`src/tvdi_pkg.sv`:
```
// Package: shared types and constants for the vertex dedup indexer.
`timescale 1ns / 1ps
package tvdi_pkg;

    localparam int COORD_W   = 32;
    localparam int IDX_OUT_W = 12;
    localparam int UV_W      = 13;
    localparam int CNT_W     = 16;
    localparam logic [CNT_W-1:0] CNT_MAX = 16'hFFFF;

    typedef enum logic [1:0] {
        ST_ACCEPTED   = 2'd0,
        ST_DEGENERATE = 2'd1,
        ST_DUPLICATE  = 2'd2,
        ST_FULL       = 2'd3
    } status_t;

    typedef struct packed {
        logic load;
        logic v_rd;
        logic v_inc;
        logic v_hit;
        logic v_append;
        logic t_rd;
        logic t_inc;
        logic fin_full;
        logic fin_degen;
        logic fin_dup;
        logic fin_accept;
        logic out_load;
    } cmd_t;

    typedef struct packed {
        logic v_scan_end;
        logic v_table_full;
        logic v_match;
        logic corner_last;
        logic degenerate;
        logic t_scan_end;
        logic t_table_full;
        logic t_match;
        logic out_free;
    } sts_t;

endpackage

```
`src/tvdi_ctrl.sv`:
```
// Controller state machine: sequences corner scans, triangle scan and result hand-off.
`timescale 1ns / 1ps
module tvdi_ctrl (
    input  logic          clk,
    input  logic          rst_n,
    input  logic          s_tvalid,
    output logic          s_tready,
    input  tvdi_pkg::sts_t sts,
    output tvdi_pkg::cmd_t cmd
);

    typedef enum logic [6:0] {
        S_IDLE  = 7'b0000001,
        S_V_CHK = 7'b0000010,
        S_V_CMP = 7'b0000100,
        S_DEGEN = 7'b0001000,
        S_T_CHK = 7'b0010000,
        S_T_CMP = 7'b0100000,
        S_DONE  = 7'b1000000
    } state_t;

    state_t state_reg;
    state_t state_next;

    always_ff @(posedge clk or negedge rst_n)
    begin
        if (!rst_n)
        begin
            state_reg <= S_IDLE;
        end
        else
        begin
            state_reg <= state_next;
        end
    end

    assign s_tready = (state_reg == S_IDLE);

    always_comb
    begin
        cmd        = '0;
        state_next = state_reg;
        unique case (state_reg)
            S_IDLE:
            begin
                if (s_tvalid)
                begin
                    cmd.load   = 1'b1;
                    state_next = S_V_CHK;
                end
            end
            S_V_CHK:
            begin
                if (sts.v_scan_end)
                begin
                    if (sts.v_table_full)
                    begin
                        cmd.fin_full = 1'b1;
                        state_next   = S_DONE;
                    end
                    else
                    begin
                        cmd.v_append = 1'b1;
                        state_next   = sts.corner_last ? S_DEGEN : S_V_CHK;
                    end
                end
                else
                begin
                    cmd.v_rd   = 1'b1;
                    state_next = S_V_CMP;
                end
            end
            S_V_CMP:
            begin
                if (sts.v_match)
                begin
                    cmd.v_hit  = 1'b1;
                    state_next = sts.corner_last ? S_DEGEN : S_V_CHK;
                end
                else
                begin
                    cmd.v_inc  = 1'b1;
                    state_next = S_V_CHK;
                end
            end
            S_DEGEN:
            begin
                if (sts.degenerate)
                begin
                    cmd.fin_degen = 1'b1;
                    state_next    = S_DONE;
                end
                else
                begin
                    state_next = S_T_CHK;
                end
            end
            S_T_CHK:
            begin
                if (sts.t_scan_end)
                begin
                    cmd.fin_full   = sts.t_table_full;
                    cmd.fin_accept = !sts.t_table_full;
                    state_next     = S_DONE;
                end
                else
                begin
                    cmd.t_rd   = 1'b1;
                    state_next = S_T_CMP;
                end
            end
            S_T_CMP:
            begin
                if (sts.t_match)
                begin
                    cmd.fin_dup = 1'b1;
                    state_next  = S_DONE;
                end
                else
                begin
                    cmd.t_inc  = 1'b1;
                    state_next = S_T_CHK;
                end
            end
            S_DONE:
            begin
                if (sts.out_free)
                begin
                    cmd.out_load = 1'b1;
                    state_next   = S_IDLE;
                end
            end
            default:
            begin
                state_next = S_IDLE;
            end
        endcase
    end

endmodule

```
`config.mk`:
```
export PLATFORM = sky130hd
export DESIGN_NAME = tvdi_ctrl
export DESIGN_NICKNAME = d
export VERILOG_FILES = /design/src/tvdi_pkg.sv /design/src/tvdi_ctrl.sv
export SDC_FILE = /design/constraint.sdc
export NUM_CORES = 1
export LEC_CHECK = 0
export ABC_AREA = 1
export BUFFER_PORTS_ARGS = -buffer_cell sky130_fd_sc_hd__buf_2
export CAP_MARGIN = 20
export CORE_AREA = 2 2 39 41
export CTS_CLUSTER_DIAMETER = 60
export CTS_CLUSTER_SIZE = 24
export DETAILED_ROUTE_END_ITERATION = 10
export DIE_AREA = 0 0 41 43
export MAX_ROUTING_LAYER = met4
export PLACE_DENSITY = 0.74
export RECOVER_POWER = 50
export SLEW_MARGIN = 25
export SYNTH_ARGS = -nofsm -noshare
export SYNTH_HDL_FRONTEND = slang
export SYNTH_SLANG_ARGS = --single-unit
```
`constraint.sdc`:
```
create_clock -name clk -period 1.45 [get_ports clk]
set_input_delay 0.145 -clock clk [delete_from_list [all_inputs] [get_ports clk]]
set_output_delay 0.145 -clock clk [all_outputs]
set_load 0.02 [all_outputs]
```
==> metrics.txt <==
outcome=finished, violations left; failing checks=setup timing; global-route wire length before repair=2.33 mm; pin count of the biggest net entering global routing=8; Worst Setup Slack, final=-96.5 ps; Pwr Total=1380 uW; die height=43 um; R2R depth=10; Yosys top cell area share=0.258; Fin Hold WS=112 ps; Placer Congestion=0.758; routed length per placed instance=12.4 um; FF+latch count, synth=7; RSZ-0062 raised after global routing=true; Final Util=0.806; overall routing resource usage=0.206; yosys warns=0; Pre-antenna DRT Iters=4; initial core utilization=0.421; core footprint=0.00138 mm2; Routed WL=1.84 mm; I/O pin total=25; P per Cell Area=1240 mW/mm2; required time worst endpoint=1310 ps; Startpoint Class=flip-flop; Final nets=145; clk slew on worst S/H paths=50 ps; clock sink count=7; Row Count=14; share of cells above drive strength 1=0.682; worst reg2reg startpoint=state_reg[0]; post-layout min period=1550 ps; Area growth syn-to-layout=91.2%; die footprint=0.00176 mm2; initial antenna violation count=0; Cell variety after synth=19; Fmax=647 MHz; cell taking the most area after synthesis=dfrtp_1; reg-to-reg endpoint=state_reg[0]; Hold WC Path Type=input pin to flip-flop; diode count=0; register area share after synthesis=0.303; Final period util=1.07; Iter 0 DRT Violations=15; Worst Setup Path Type=flip-flop to output port; CTS tree=done; final hold violation count=0; Num CTS Buffers=3; CTS max path bufs=2; WP data arrival=1400 ps; syn_nets=99; Worst setup EP type=output port; Finish-stage setup viols=13; grt ovf=0; DRC viols=0; max reg flops=7; die width=41 um; Peak VDD IR=1.07 mV; CTS Root Cell=clkbuf_4; Rel. slew slack=0.763; Final Skew=3.73 ps; max capacitance violation total=0; # fillers=75; clk_lat worst skew=240 ps; crit path launch=state_reg[1]; worst-margin pin slew=355 ps; Mapped Cells=87; Max Slew Vio Count=0; H-Tree Depth=1; cell area after synthesis=583 um2; I/O Buffers=24; Setup TNS Final=-579 ps; Static Leakage=0.000560 uW; Reg2Reg Setup Slack=0 ps; CP Max Fanout=3; syn_area_per_cell=6.70 um2; worst setup path endpoint=cmd[6]; via count=722; dominant cells by area after synthesis=dfrtp_1, nand2_1, nor2_1; Detailed Place HPWL=1.03 mm; post-DR vias/cell=4.88; DRT antenna net count=0; number of global-route vias before repair=579
## cell usage in the layout (no fill, tap or decap), types with 2 or more instances in the layout
master,instances
nand2_4,5
nand3_2,4
clkbuf_1,2
inv_1,8
inv_2,10
nand2_8,2
nand3_1,4
dfrtp_1,5
nand2_1,9
nand2_2,6
buf_4,21
buf_2,10
buf_6,7
clkbuf_4,3
nor2_1,9
nor2_2,4
nor3_4,2
nor2_4,8
## worst min-delay path by stage
stage | from | end | slack [ps] | cells after the start
global placement | rst_n | state_reg[5] | -20 | 1
detailed placement | rst_n | state_reg[5] | -20 | 1
global route | sts[8] | state_reg[2] | 110 | 2
CTS | sts[3] | state_reg[5] | 90 | 2
floorplan | rst_n | state_reg[1] | -150 | 0
finish | sts[8] | state_reg[2] | 110 | 2
## cell families (layout without fill, tap and decap cells)
family	after synthesis	after routing	share of synthesized area
compound gates	3	3	0.0322
buf+inv	20	65	0.131
flops	7	7	0.303
simple gates	57	57	0.534
## report_power, final
part           total [uW]  switching [uW]  internal (uW)
registers             292            43.3            248
clock network         168            63.5            104
logic                 919             534            385
## critical path: stages, from the launching register on
cell,delay [ps]
dfrtp_1,390
nor2_1,190
nand2_4,110
inv_4,90
nand2_2,60
nor2_1,140
buf_4,170
## area by class of cell
| class | instances | area (um2) | share of cell area |
|---|---|---|---|
| Sequential cell | 7 | 178 | 0.159 |
| Inverter | 20 | 78.8 | 0.0707 |
| Tap cell | 16 | 20.0 | 0.0180 |
| Multi-Input combinational cell | 60 | 492 | 0.441 |
| Clock buffer | 4 | 26.3 | 0.0236 |
| Timing Repair Buffer | 41 | 320 | 0.287 |
## metal layers
layer | wire (um) | global-route usage | part of all wire | vias to the layer above
met5 | 0 | - | 0 | -
met4 | 84 | 0.120 | 0.046 | 0
met3 | 45 | 0.0314 | 0.025 | 10
met2 | 1050 | 0.313 | 0.57 | 21
met1 | 655 | 0.247 | 0.36 | 334
li1 | - | - | - | 357
## cell usage after synthesis (all sizes together)
master and count:
nor4 1, nor3 3, nor2 22, inv 19
clkinv 1, o22ai 1, dfrtp 6, nand2 22
dfstp 1, nand3 9, o21a 1, o21ai 1
## per-stage QoR
step           area (um2)  std cells  worst slack (ps)
2_1_floorplan         583         87              56.0
3_3_place_gp          723        127               117
3_5_place_dp          723        127              89.6
4_1_cts               930        141             -79.3
5_1_grt              1110        148              -179
6_report             1110        148             -96.5
## repair_timing
action,in CTS,in global routing
setup buffers,9,7
pin swaps,9,15
gates resized for setup,29,33
endpoints found under the setup margin,12,13
gates cloned,0,0
hold endpoints to repair,7,0
hold buffers,1,0
Note: power is estimated with default switching activity, not from simulation.
